==> config.mk <==
export PLATFORM = sky130hd
export DESIGN_NAME = selective_percent_decoder_top_flat
export DESIGN_NICKNAME = d
export VERILOG_FILES = /design/src/design/spd_pkg.sv /design/src/design/spd_if.sv /design/src/design/spd_core.sv /design/src/design/spd_outbuf.sv /design/src/design/selective_percent_decoder_top.sv /design/src/flat_wrapper.sv
export SDC_FILE = /design/constraint.sdc
export NUM_CORES = 1
export LEC_CHECK = 0
export ABC_AREA = 1
export BUFFER_PORTS_ARGS = -buffer_cell sky130_fd_sc_hd__buf_2
export CORE_MARGIN = 8
export CORE_UTILIZATION = 55
export CTS_CLUSTER_SIZE = 20
export DETAILED_ROUTE_END_ITERATION = 8
export GPL_TIMING_DRIVEN = 0
export PLACE_DENSITY_LB_ADDON = 0.05
export SYNTH_ARGS = -nofsm -noshare
export SYNTH_HDL_FRONTEND = slang
export SYNTH_SLANG_ARGS = --single-unit
==> constraint.sdc <==
create_clock -name i_clk -period 5.1 [get_ports i_clk]
set_input_delay 0.255 -clock i_clk [delete_from_list [all_inputs] [get_ports i_clk]]
set_output_delay 0.255 -clock i_clk [all_outputs]
set_load 0.05 [all_outputs]
==> src/design/spd_pkg.sv <==
`default_nettype none
// ----------------------------------------------------------------------------
// Selective percent decoder package
// Shared types, character codes and character class functions.
// ----------------------------------------------------------------------------
package spd_pkg;

    localparam int unsigned BYTE_W    = 8;
    localparam int unsigned MAX_OUT   = 3;
    localparam int unsigned CNT_W     = 2;

    localparam logic [BYTE_W-1:0] C_PERCENT = 8'h25;
    localparam logic [BYTE_W-1:0] C_PLUS    = 8'h2B;
    localparam logic [BYTE_W-1:0] C_SPACE   = 8'h20;

    // Escape tracking state.
    typedef enum logic [2:0] {
        PEND_NONE  = 3'b001,
        PEND_PCT   = 3'b010,
        PEND_DIGIT = 3'b100
    } t_pend;

    // Result bytes produced by one input byte.
    typedef struct packed {
        logic [CNT_W-1:0]                count;
        logic [MAX_OUT-1:0][BYTE_W-1:0]  bytes;
        logic                            last;
    } t_group;

    function automatic logic is_hex(input logic [BYTE_W-1:0] c);
        return (c >= 8'd48 && c <= 8'd57) || (c >= 8'h41 && c <= 8'h46) ||
               (c >= 8'h61 && c <= 8'h66);
    endfunction

    function automatic logic [3:0] hex_val(input logic [BYTE_W-1:0] c);
        logic [BYTE_W-1:0] d;
        d = 8'd0;
        if (c >= 8'd48 && c <= 8'd57) begin
            d = c - 8'd48;
        end else if (c >= 8'h61 && c <= 8'h66) begin
            d = c - 8'h61 + 8'd10;
        end else if (c >= 8'h41 && c <= 8'h46) begin
            d = c - 8'h41 + 8'd10;
        end
        return d[3:0];
    endfunction

    function automatic logic is_safe(input logic [BYTE_W-1:0] v);
        return (v >= 8'd48 && v <= 8'd57) || (v >= 8'd97 && v <= 8'd122) ||
               (v >= 8'd65 && v <= 8'd90) || (v >= 8'h26 && v <= 8'h2f) ||
               v == 8'h21 || v == 8'h24 || v == 8'h3A || v == 8'h3B ||
               v == 8'h3D || v == 8'h3f || v == 8'h40 || v == 8'h5f;
    endfunction

endpackage
`default_nettype wire

==> src/design/spd_if.sv <==
`default_nettype none
// ----------------------------------------------------------------------------
// Selective percent decoder stream interfaces
// Valid/ready channels for encoded input bytes and decoded output bytes.
// ----------------------------------------------------------------------------
interface spd_in_if;
    logic       valid;
    logic       ready;
    logic [7:0] in_byte;
    logic       in_last;

    modport source (output valid, output in_byte, output in_last, input ready);
    modport sink   (input valid, input in_byte, input in_last, output ready);
endinterface

interface spd_out_if;
    logic       valid;
    logic       ready;
    logic [7:0] out_byte;
    logic       out_last;

    modport source (output valid, output out_byte, output out_last, input ready);
    modport sink   (input valid, input out_byte, input out_last, output ready);
endinterface
`default_nettype wire

==> src/design/spd_core.sv <==
`default_nettype none
// ----------------------------------------------------------------------------
// Selective percent decoder core
// Escape state and the decode of one byte into up to three result bytes.
// ----------------------------------------------------------------------------
module spd_core
    import spd_pkg::*;
(
    input  wire logic              i_clk,
    input  wire logic              i_rst_n,
    input  wire logic              i_accept,
    input  wire logic [BYTE_W-1:0] i_byte,
    input  wire logic              i_last,
    output t_group                 o_group
);

    t_pend             r_pend, n_pend;
    logic [BYTE_W-1:0] r_first, n_first;

    always_comb begin
        logic             plain;
        logic [CNT_W-1:0] idx;
        logic [BYTE_W-1:0] v;
        t_pend            mid;

        plain   = 1'b1;
        idx     = '0;
        v       = {hex_val(r_first), hex_val(i_byte)};
        mid     = PEND_NONE;
        n_first = r_first;
        o_group = '0;

        unique case (r_pend)
            PEND_DIGIT: begin
                if (is_hex(i_byte)) begin
                    if (is_safe(v)) begin
                        o_group.bytes[idx] = C_PERCENT; idx = idx + 2'd1;
                        o_group.bytes[idx] = r_first;   idx = idx + 2'd1;
                        o_group.bytes[idx] = i_byte;    idx = idx + 2'd1;
                    end else begin
                        o_group.bytes[idx] = v;         idx = idx + 2'd1;
                    end
                    plain = 1'b0;
                end else begin
                    o_group.bytes[idx] = C_PERCENT; idx = idx + 2'd1;
                    o_group.bytes[idx] = r_first;   idx = idx + 2'd1;
                end
            end
            PEND_PCT: begin
                if (is_hex(i_byte)) begin
                    n_first = i_byte;
                    mid     = PEND_DIGIT;
                    plain   = 1'b0;
                end else begin
                    o_group.bytes[idx] = C_PERCENT; idx = idx + 2'd1;
                end
            end
            default: begin
            end
        endcase

        if (plain) begin
            if (i_byte == C_PLUS) begin
                o_group.bytes[idx] = C_SPACE; idx = idx + 2'd1;
            end else if (i_byte == C_PERCENT) begin
                mid = PEND_PCT;
            end else begin
                o_group.bytes[idx] = i_byte; idx = idx + 2'd1;
            end
        end

        n_pend = mid;
        if (i_last) begin
            if (mid == PEND_PCT) begin
                o_group.bytes[idx] = C_PERCENT; idx = idx + 2'd1;
            end else if (mid == PEND_DIGIT) begin
                o_group.bytes[idx] = C_PERCENT; idx = idx + 2'd1;
                o_group.bytes[idx] = n_first;   idx = idx + 2'd1;
            end
            n_pend  = PEND_NONE;
            n_first = '0;
        end

        o_group.count = idx;
        o_group.last  = i_last;
    end

    always_ff @(posedge i_clk) begin
        if (!i_rst_n) begin
            r_pend  <= PEND_NONE;
            r_first <= '0;
        end else if (i_accept) begin
            r_pend  <= n_pend;
            r_first <= n_first;
        end
    end

endmodule
`default_nettype wire

==> src/design/spd_outbuf.sv <==
`default_nettype none
// ----------------------------------------------------------------------------
// Selective percent decoder output buffer
// Holds the result bytes of one input byte and sends them one per transfer.
// ----------------------------------------------------------------------------
module spd_outbuf
    import spd_pkg::*;
(
    input  wire logic              i_clk,
    input  wire logic              i_rst_n,
    input  wire logic              i_load,
    input  wire t_group            i_group,
    input  wire logic              i_out_ready,
    output logic                   o_in_ready,
    output logic                   o_valid,
    output logic [BYTE_W-1:0]      o_byte,
    output logic                   o_last
);

    logic [CNT_W-1:0]               r_cnt;
    logic [MAX_OUT-1:0][BYTE_W-1:0] r_bytes;
    logic                           r_last;
    logic                           take;

    assign o_valid    = (r_cnt != '0);
    assign take       = o_valid && i_out_ready;
    assign o_in_ready = (r_cnt == '0) || (r_cnt == 2'd1 && i_out_ready);
    assign o_byte     = r_bytes[0];
    assign o_last     = r_last && (r_cnt == 2'd1);

    always_ff @(posedge i_clk) begin
        if (!i_rst_n) begin
            r_cnt <= '0;
        end else if (i_load) begin
            r_cnt <= i_group.count;
        end else if (take) begin
            r_cnt <= r_cnt - 2'd1;
        end
    end

    always_ff @(posedge i_clk) begin
        if (i_load) begin
            r_bytes <= i_group.bytes;
            r_last  <= i_group.last;
        end else if (take) begin
            r_bytes <= {{BYTE_W{1'b0}}, r_bytes[MAX_OUT-1:1]};
        end
    end

endmodule
`default_nettype wire

==> src/design/selective_percent_decoder_top.sv <==
`default_nettype none
// ----------------------------------------------------------------------------
// Selective percent decoder top level
// Timing: the first result of a byte is offered in the cycle after its transfer.
// Throughput: one byte per cycle while the output is ready and each byte gives at most one result;
// a byte giving more results holds the input until its last result is taken at the single output port.
// Reset: synchronous active low; clears escape state and drops buffered results.
// ----------------------------------------------------------------------------
module selective_percent_decoder_top
    import spd_pkg::*;
(
    input  wire logic  i_clk,
    input  wire logic  i_rst_n,
    spd_in_if.sink     i_in,
    spd_out_if.source  o_out
);

    t_group group;
    logic   in_ready;
    logic   accept;

    assign i_in.ready = in_ready;
    assign accept     = i_in.valid && in_ready;

    spd_core u_core (
        .i_clk    (i_clk),
        .i_rst_n  (i_rst_n),
        .i_accept (accept),
        .i_byte   (i_in.in_byte),
        .i_last   (i_in.in_last),
        .o_group  (group)
    );

    spd_outbuf u_outbuf (
        .i_clk       (i_clk),
        .i_rst_n     (i_rst_n),
        .i_load      (accept),
        .i_group     (group),
        .i_out_ready (o_out.ready),
        .o_in_ready  (in_ready),
        .o_valid     (o_out.valid),
        .o_byte      (o_out.out_byte),
        .o_last      (o_out.out_last)
    );

endmodule
`default_nettype wire
==> src/flat_wrapper.sv <==
// flat-port wrapper written by rule: the top's interface ports become plain ports
module selective_percent_decoder_top_flat import spd_pkg::*;
  (i_clk, i_rst_n, i_in_valid, i_in_in_byte, i_in_in_last, i_in_ready, o_out_valid, o_out_out_byte, o_out_out_last, o_out_ready);
  spd_in_if i_in_i ();
  spd_out_if o_out_i ();
  input  wire logic i_clk;
  input  wire logic i_rst_n;
  input wire logic [$bits(i_in_i.valid)-1:0] i_in_valid;
  input wire logic [$bits(i_in_i.in_byte)-1:0] i_in_in_byte;
  input wire logic [$bits(i_in_i.in_last)-1:0] i_in_in_last;
  output wire logic [$bits(i_in_i.ready)-1:0] i_in_ready;
  output wire logic [$bits(o_out_i.valid)-1:0] o_out_valid;
  output wire logic [$bits(o_out_i.out_byte)-1:0] o_out_out_byte;
  output wire logic [$bits(o_out_i.out_last)-1:0] o_out_out_last;
  input wire logic [$bits(o_out_i.ready)-1:0] o_out_ready;
  assign i_in_i.valid = i_in_valid;
  assign i_in_i.in_byte = i_in_in_byte;
  assign i_in_i.in_last = i_in_in_last;
  assign i_in_ready = i_in_i.ready;
  assign o_out_valid = o_out_i.valid;
  assign o_out_out_byte = o_out_i.out_byte;
  assign o_out_out_last = o_out_i.out_last;
  assign o_out_i.ready = o_out_ready;
  selective_percent_decoder_top u_core (.i_clk(i_clk), .i_rst_n(i_rst_n), .i_in(i_in_i), .o_out(o_out_i));
endmodule
==> results of run 1 <==
-- worst register-to-register path: stages, from the launching register on --
cell and delay [ps]:
dfxtp_1 610, inv_1 190, ha_1 250, nand2_1 70, nand3_1 90, nand2_2 170, nand2_2 140, nand3_1 250
nand2_1 110, nor2_1 140, nand2_1 80, nand3_1 100, nor2_2 60, nand3_4 80, nand2_4 100, ha_1 320
nand3_1 90, nand2_1 170, ha_1 240, nor2_1 60, o21ai_0 410, o21ai_0 220, o21ai_0 290, inv_1 70
-- where the power goes --
part	leakage [nW]	switching (mW)	total (mW)	internal [mW]
sequential	0.360	0.0332	0.520	0.487
clock	0.0579	0.115	0.259	0.144
combinational	1.33	0.457	0.641	0.185
total	1.75	0.604	1.42	0.816
-- how the worst max path moves through the flow --
stage                                          startpoint                                   endpoint  slack (ps)  cells past startpoint
CTS                 u_core.u_core.r_first[0]$_SDFFE_PN0P_  u_core.u_outbuf.r_bytes[18]$_SDFFCE_PN0P_         670                     23
floorplan           u_core.u_core.r_first[0]$_SDFFE_PN0P_        u_core.u_outbuf.o_byte[5]$_DFFE_PP_        1760                     25
global placement    u_core.u_core.r_first[0]$_SDFFE_PN0P_  u_core.u_outbuf.r_bytes[21]$_SDFFCE_PN0P_         830                     23
global route        u_core.u_core.r_first[0]$_SDFFE_PN0P_  u_core.u_outbuf.r_bytes[18]$_SDFFCE_PN0P_         290                     23
detailed placement  u_core.u_core.r_first[0]$_SDFFE_PN0P_  u_core.u_outbuf.r_bytes[18]$_SDFFCE_PN0P_         720                     23
finish              u_core.u_core.r_first[0]$_SDFFE_PN0P_  u_core.u_outbuf.r_bytes[18]$_SDFFCE_PN0P_         540                     23
-- layout make-up --
type                    instances  area (sq um)
multi-input cells             389          2120
fillers                       602          2450
flip-flops and latches         38          1010
inverters                      86           328
plain buffers                  17          96.3
clock inverters                 3          40.0
well taps                      77          96.3
clock buffers                   5          68.8
repair buffers                 22           110
-- flip-flops by register name, indices dropped and copies added, names as in the netlist --
name and count:
u_core.u_outbuf.o_byte 8, u_core.u_outbuf.r_bytes 16, u_core.u_core.r_first 8, u_core.u_outbuf.r_last 1, u_core.u_core.r_pend 3, u_core.u_outbuf.r_cnt 2
-- synthesized netlist by cell type (2+ instances only) --
master / count / area share
nor2_2: 8 / 0.014
clkinv_1: 2 / 0.0021
a31oi_1: 2 / 0.0035
nor2_4: 5 / 0.016
ha_1: 18 / 0.063
o21ai_0: 45 / 0.063
inv_2: 5 / 0.0053
nand2_4: 4 / 0.013
o22ai_1: 5 / 0.0088
o21ai_1: 3 / 0.0042
inv_4: 2 / 0.0035
nand3_1: 51 / 0.072
a21oi_2: 3 / 0.0074
nand2_2: 8 / 0.014
dfxtp_1: 13 / 0.073
nor3_1: 8 / 0.011
nand2_1: 127 / 0.13
buf_4: 8 / 0.017
buf_2: 2 / 0.0028
nor2_1: 41 / 0.043
or2_2: 4 / 0.0070
edfxtp_1: 25 / 0.21
o31ai_1: 5 / 0.011
inv_1: 77 / 0.081
clkbuf_1: 7 / 0.0074
nand3b_1: 2 / 0.0042
a21oi_1: 33 / 0.047
nand3_4: 2 / 0.0099
nand3_2: 3 / 0.0085
-- layout by cell type (no fill, tap or decap), drive strengths merged, types with 5 or more instances in the layout --
cell    count
a21oi      36
buf        32
clkbuf     12
dfxtp      13
edfxtp     25
ha         18
inv        84
nand2     140
nand3      56
nor2       55
nor3        9
o21ai      50
o22ai       5
o31ai       5
-- kinds of logic (layout without fill, tap and decap cells) --
kind of cell	count (synthesis)	after routing
buffers and inverters	103	133
adders and majority gates	18	18
and+or+nand+nor	268	268
AOI/OAI and AO/OA	103	103
DFF	38	38
-- per-stage QoR --
step           hold WS (ps)  instance area [sq um]  std cells  setup slack, ps  power [mW]
3_3_place_gp            438                   3760        629              831        1.15
6_report                119                   3870        637              536        1.42
3_5_place_dp            443                   3760        629              717        1.17
5_1_grt                 142                   3870        637              292        1.50
2_1_floorplan           324                   3550        530             1760        1.02
4_1_cts                 118                   3870        637              674        1.43
-- layer usage --
layer,part of all wire,wire [um],GRT usage
met1,0.44,4770,0.326
met2,0.45,4870,0.393
met3,0.069,750,0.0312
met4,0.039,426,0.119
met5,0,0,0
==> impl_metrics.json, run 1 <==
{
  "die_w_um": 96.4,
  "synth_mux_area_frac": 0,
  "drive_above_1_share": 0.163,
  "critPathBufInv": 2,
  "die_h_um": 96.4,
  "wl_per_cell_um": 17.0,
  "groute.usage.overall": 0.248,
  "min_path_cells": 2,
  "tightest_slew_ps": 1120,
  "dieArea_sq_um": 9280,
  "worstPathRequired_ps": 5150,
  "cts_resized": 0,
  "fin_nets": 590,
  "cts_max_path_buffers": 2,
  "grt_pass1_vias": 3486,
  "synth-xor-area-share": 0,
  "rr_startpoint": "u_core.u_core.r_first[0]$_SDFFE_PN0P_",
  "ir_drop_mv": 0.644,
  "synth_fp_nets": 561,
  "layout_min_cycle_time_ps": 4560,
  "routabilityCongestion": 0.981,
  "crit_path_end_kind": "flop",
  "hp-start": "i_rst_n",
  "fmax_mhz": 219,
  "cts_tree": "yes",
  "area_delta_synth_final_pct": 8.88,
  "power_density_nw_per_um2": 367,
  "avgSynthCellArea_sq_um": 6.70,
  "drc": 0,
  "crit_chain": "inv_1 -> ha_1 -> nand2_1 -> nand3_1 -> nand2_2 -> nand2_2 -> nand3_1 -> nand2_1 -> nor2_1 -> nand2_1 -> nand3_1 -> nor2_2 -> nand3_4 -> nand2_4 -> ha_1 -> nand3_1 -> nand2_1 -> ha_1 -> nor2_1 -> o21ai_0 -> o21ai_0 -> o21ai_0 -> inv_1",
  "synth_cells": 530,
  "io_buffers": 22,
  "slew_headroom": 0.253,
  "status": "finished, final reports clean",
  "ctsHoldBuffers": 0,
  "antenna_found_initial": 0,
  "postSynthRegisterBits": 38,
  "first_iter_violations": 375,
  "rrSetupSlack_ps": 540,
  "rows": 29,
  "insertion_delay_ps": 300,
  "ioPinCount": 24,
  "max_stage_delay_ps": 610,
  "firstDrtPassIters": 5,
  "setup_viol": 0,
  "synth_flop_cell": "edfxtp_1",
  "rr_endpoint": "u_core.u_outbuf.r_bytes[18]$_SDFFCE_PN0P_",
  "grt_max_degree": 26,
  "synthDistinctLibCells": 41,
  "diodes": 0,
  "min_path_type": "input port to flop",
  "fin_util": 0.612,
  "syn_area_sq_um": 3550,
  "report.final.slew_viol_count": 0,
  "synth_compound_area_frac": 0.163,
  "ant_nets": 0,
  "fin_crit_sh": 0.895,
  "numCtsBuffers": 5,
  "arrival_ps": 4620,
  "critical_path_class": "flop to flop",
  "power.leakage_nw": 1.75,
  "hold_violations": 0,
  "cap_violations": 0,
  "synth_simple_gate_area_frac": 0.369,
  "synth_fa_ha_area_frac": 0.0634,
  "skew_ps": 6.35,
  "via_per_inst": 5.69,
  "whs_endpoint": "u_core.u_core.r_pend[0]$_SDFFE_PN1P_",
  "ys_async_sr_fraction": 0,
  "start_util": 0.562,
  "rsz0062_at_grt": "no",
  "synth_edf_count": 25,
  "postCtsSetupBuffers": 0,
  "cts_root_buffer": "clkbuf_8",
  "reg2reg_depth": 23,
  "hpwlAfterDp_um": 8490,
  "cts_max_level": 2,
  "drt_wl_total_um": 10800,
  "synth_top_family_by_area": "simple AND/OR/NAND/NOR gates",
  "crit_fanout": 9,
  "crit_family": "simple AND/OR/NAND/NOR gates",
  "yosys_warnings": 0,
  "clk_pin_slew_ps": 80,
  "cp-start-kind": "flop",
  "crit_slowest_cell": "dfxtp_1",
  "num_vias": 3622,
  "clock-sinks": 38,
  "setup_tns_ps": 0,
  "core_sq_um": 6310,
  "grt_pass1_wl_um": 17500,
  "overflow": 0,
  "yosysSeqAreaShare": 0.285
}
(Power assumes the default switching activity.)
==> run 2: changes to the inputs <==
--- a/config.mk
+++ b/config.mk
@@ -7,6 +7,7 @@
 export LEC_CHECK = 0
 export ABC_AREA = 1
 export BUFFER_PORTS_ARGS = -buffer_cell sky130_fd_sc_hd__buf_2
+export CORE_ASPECT_RATIO = 1.2
 export CORE_MARGIN = 8
 export CORE_UTILIZATION = 55
 export CTS_CLUSTER_SIZE = 20
==> impl_metrics.json, run 2 (same netlist as run 1, synthesis figures left out) <==
{
  "clk_pin_slew_ps": 80,
  "dp_cells": 637,
  "critical_path_class": "flop to flop",
  "layout_min_cycle_time_ps": 4460,
  "hpwlAfterDp_um": 8250,
  "hold_violations": 0,
  "numCtsBuffers": 5,
  "overflow": 0,
  "crit_chain": "inv_1 -> ha_1 -> nand2_1 -> nand3_1 -> nand2_2 -> nand2_2 -> nand3_1 -> nand2_1 -> nor2_1 -> nand2_1 -> nand3_1 -> nor2_2 -> nand3_4 -> nand2_4 -> ha_1 -> nand3_1 -> nand2_1 -> ha_1 -> nor2_1 -> o21ai_0 -> o21ai_0 -> o21ai_0 -> inv_1",
  "arrival_ps": 4510,
  "drc": 0,
  "firstDrtPassIters": 5,
  "num-fill-cells": 668,
  "setup_tns_ps": 0,
  "report.final.slew_viol_count": 0,
  "rows": 32,
  "num_vias": 3614,
  "crit_fanout": 9,
  "die_w_um": 89.4,
  "first_iter_violations": 333,
  "diodes": 0,
  "rsz0062_at_grt": "no",
  "start_util": 0.561,
  "drt_wl_total_um": 10300,
  "layout_common_cells": "127 x nand2_1, 77 x inv_1, 51 x nand3_1, 45 x o21ai_0, 41 x nor2_1",
  "routabilityCongestion": 1.03,
  "drive_above_1_share": 0.159,
  "cts_tree": "yes",
  "largest_register_ffs": 16,
  "dieArea_sq_um": 9290,
  "die_h_um": 104,
  "postCtsSetupBuffers": 0,
  "core_sq_um": 6330,
  "worstPathRequired_ps": 5150,
  "fin_crit_sh": 0.875,
  "top_register": "u_core.u_outbuf.r_bytes",
  "tightest_slew_ps": 1020,
  "crit_family": "simple AND/OR/NAND/NOR gates",
  "cp-start-kind": "flop",
  "groute.usage.overall": 0.224,
  "crit_slowest_cell": "dfxtp_1",
  "wl_per_cell_um": 15.9,
  "slew_headroom": 0.317,
  "cts_resized": 0,
  "ioPinCount": 24,
  "area_delta_synth_final_pct": 8.63,
  "fmax_mhz": 224,
  "via_per_inst": 5.60,
  "finalPower_mw": 1.37,
  "crit_path_end_kind": "flop",
  "status": "finished, final reports clean",
  "max_stage_delay_ps": 550,
  "cts_root_buffer": "clkbuf_8",
  "min_path_type": "input port to flop",
  "cts_max_path_buffers": 2,
  "stdcell_count": 645,
  "insertion_delay_ps": 290,
  "grt_pass1_wl_um": 16200,
  "setup_viol": 0,
  "clock-sinks": 38,
  "ctsHoldBuffers": 0,
  "power_density_nw_per_um2": 355,
  "cap_violations": 0,
  "cts_max_level": 2,
  "ant_nets": 0,
  "critPathBufInv": 2,
  "ir_drop_mv": 0.416,
  "power.leakage_nw": 1.73,
  "final_common_cell": "nand2_1",
  "antenna_found_initial": 0,
  "skew_ps": 9.35,
  "grt_pass1_vias": 3269,
  "fin_nets": 590,
  "io_buffers": 22,
  "grt_max_degree": 26
}
[run 2: power breakdown]
part / internal [mW] / switching, mW
logic: 0.185 / 0.454
registers: 0.486 / 0.0278
clock network: 0.110 / 0.108
[run 2: worst paths after layout]
check / from / endpoint / slack [ps] / cells past startpoint
max reg2reg: u_core.u_core.r_first[0]$_SDFFE_PN0P_ / u_core.u_outbuf.r_bytes[16]$_SDFFCE_PN0P_ / 640 / 23
min: i_rst_n / u_core.u_core.r_pend[0]$_SDFFE_PN1P_ / 120 / 2
max: u_core.u_core.r_first[0]$_SDFFE_PN0P_ / u_core.u_outbuf.r_bytes[16]$_SDFFCE_PN0P_ / 640 / 23
min reg2reg: u_core.u_outbuf.r_cnt[1]$_SDFFE_PN0P_ / u_core.u_outbuf.r_cnt[1]$_SDFFE_PN0P_ / 470 / 2
[run 2: area by class of cell]
type	instances	area [sq um]	share of cell area
well taps	85	106	0.0276
multi-input cells	389	2120	0.548
inverters	86	328	0.0850
repair buffers	22	110	0.0285
plain buffers	17	96.3	0.0250
clock buffers	8	90.1	0.0234
flip-flops and latches	38	1010	0.262
[run 2: metal layers]
layer,wire (um),vias up,global-route usage
met5,0,-,0
met3,618,33,0.0348
met2,5140,133,0.383
met1,4220,1672,0.270
met4,314,0,0.0822
li1,-,1776,-
[run 2: worst reg2reg max path, stage by stage (launching register included)]
cell,delay [ps]
dfxtp_1,550
inv_1,160
ha_1,240
nand2_1,70
nand3_1,110
nand2_2,180
nand2_2,140
nand3_1,230
nand2_1,100
nor2_1,130
nand2_1,70
nand3_1,90
nor2_2,60
nand3_4,80
nand2_4,100
ha_1,330
nand3_1,90
nand2_1,180
ha_1,270
nor2_1,70
o21ai_0,420
o21ai_0,200
o21ai_0,250
inv_1,70
[run 2: per-stage QoR]
stage                     hold WS, ps  worst slack [ps]   util  area (sq um)
after floorplan                   324              1760      -          3550
after global placement            435               976  0.596          3770
after detailed placement          436               886  0.596          3770
after CTS                         125               794  0.610          3860
after global routing              146               375  0.610          3860
final                             123               639  0.610          3860
==> run 3: changes to the inputs <==
==> constraint.sdc (replaced) <==
create_clock -name i_clk -period 5.1 [get_ports i_clk]
set_input_delay 1.53 -clock i_clk [delete_from_list [all_inputs] [get_ports i_clk]]
set_output_delay 1.53 -clock i_clk [all_outputs]
set_load 0.05 [all_outputs]
==> impl_metrics.json, run 3 (same netlist as run 1, synthesis figures left out) <==
{
  "postCtsSetupBuffers": 0,
  "cts_max_path_buffers": 2,
  "ir_drop_mv": 0.416,
  "hpwlAfterDp_um": 8250,
  "setup_tns_ps": 0,
  "stdcell_count": 645,
  "wl_per_cell_um": 15.9,
  "place_ws_ps": -208,
  "overflow": 0,
  "seqCellArea_sq_um": 1010,
  "crit_slowest_cell": "ha_1",
  "ant_nets": 0,
  "num_vias": 3616,
  "grt_pass1_vias": 3269,
  "critical_path_class": "input port to flop",
  "die_w_um": 89.4,
  "fin_crit_sh": 0.940,
  "insertion_delay_ps": 300,
  "start_util": 0.561,
  "area_delta_synth_final_pct": 9.23,
  "clockPowerShare": 0.159,
  "multi_input_area_sq_um": 2140,
  "holdWs_ps": 472,
  "finalPower_mw": 1.37,
  "routabilityCongestion": 1.03,
  "rows": 32,
  "critPathBufInv": 5,
  "fmax_mhz": 209,
  "first_iter_violations": 264,
  "fin_area_sq_um": 3880,
  "crit_path_end_kind": "flop",
  "p_comb_frac": 0.466,
  "via_per_inst": 5.61,
  "diodes": 0,
  "worstPathRequired_ps": 5170,
  "top_register": "u_core.u_outbuf.r_bytes",
  "drive_above_1_share": 0.171,
  "clock-sinks": 38,
  "skew_ps": 14.0,
  "drt_wl_total_um": 10300,
  "switching_share": 0.430,
  "min_path_cells": 2,
  "power.leakage_nw": 1.73,
  "num-fill-cells": 666,
  "switchingPower_mw": 0.589,
  "fin_nets": 590,
  "cts_max_level": 2,
  "hold_violations": 0,
  "ioPinCount": 24,
  "core_sq_um": 6330,
  "p_int_mw": 0.782,
  "dieArea_sq_um": 9290,
  "grt_pass1_wl_um": 16200,
  "cts_root_buffer": "clkbuf_8",
  "p_seq_frac": 0.375,
  "arrival_ps": 4860,
  "dp_cells": 637,
  "layout_common_cells": "126 x nand2_1, 75 x inv_1, 50 x nand3_1, 43 x o21ai_0, 39 x nor2_1",
  "setup_slack_ps": 304,
  "placed_area_sq_um": 3770,
  "clk_pin_slew_ps": 80,
  "groute.usage.overall": 0.224,
  "io_buffers": 22,
  "numCtsBuffers": 5,
  "crit_fanout": 8,
  "min_path_type": "flop to flop",
  "firstDrtPassIters": 5,
  "slew_headroom": 0.321,
  "report.final.slew_viol_count": 0,
  "cp-start-kind": "input port",
  "power_density_nw_per_um2": 354,
  "final_common_cell": "nand2_1",
  "tightest_slew_ps": 1020,
  "cap_violations": 0,
  "status": "finished, final reports clean",
  "crit_top_cell": "nand2_1",
  "layout_min_cycle_time_ps": 4800,
  "drc": 0,
  "worstSetupPathDepth": 30,
  "crit_family": "simple AND/OR/NAND/NOR gates",
  "largest_register_ffs": 16,
  "fin_util": 0.613,
  "rsz0062_at_grt": "no",
  "setup_viol": 0,
  "reg2reg_depth": 23,
  "antenna_found_initial": 0,
  "max_stage_delay_ps": 240,
  "die_h_um": 104,
  "cts_tree": "yes",
  "grt_max_degree": 26
}
==> run 3: cell type report <==
class                           instances  share of cell area
Sequential cell                        38               0.261
Timing Repair Buffer                   22              0.0284
Buffer                                 17              0.0248
Clock buffer                            8              0.0232
Inverter                               86              0.0845
Tap cell                               85              0.0274
Multi-Input combinational cell        389               0.551
==> run 3: timing repair <==
item                                    in CTS  in global routing
endpoints found under the setup margin       0                 15
resized for setup                            0                 10
hold buffers                                 0                  0
==> run 3: power groups by stage <==
stage / combinational (mW) / sequential, mW / clock, mW
final: 0.639 / 0.514 / 0.218
after global routing: 0.696 / 0.527 / 0.226
after CTS: 0.644 / 0.516 / 0.216
after detailed placement: 0.641 / 0.523 / 0
after global placement: 0.635 / 0.519 / 0
after floorplan: 0.503 / 0.512 / 0
==> run 3: worst paths after layout <==
check / startpoint / slack, ps / to
setup / recovery: i_in_in_byte[0] / 300 / u_core.u_outbuf.o_byte[5]$_DFFE_PP_
hold / removal: u_core.u_core.r_pend[2]$_SDFFE_PN0P_ / 470 / u_core.u_core.r_pend[2]$_SDFFE_PN0P_
setup reg to reg: u_core.u_core.r_first[0]$_SDFFE_PN0P_ / 940 / u_core.u_outbuf.r_bytes[16]$_SDFFCE_PN0P_
hold reg to reg: u_core.u_core.r_pend[2]$_SDFFE_PN0P_ / 470 / u_core.u_core.r_pend[2]$_SDFFE_PN0P_
==> run 3: tightest hold or removal path, delay by kind of cell, from the launching register on <==
| kind | cells | cell delay [ps] |
|---|---|---|
| flip-flops | 1 | 310 |
| AND/OR/NAND/NOR | 1 | 60 |
| AO/OA/AOI/OAI | 1 | 60 |
==> run 3: routing by layer <==
layer	track usage	wire length, um
met1	0.270	4120
met2	0.383	5120
met3	0.0348	692
met4	0.0822	335
met5	0	0
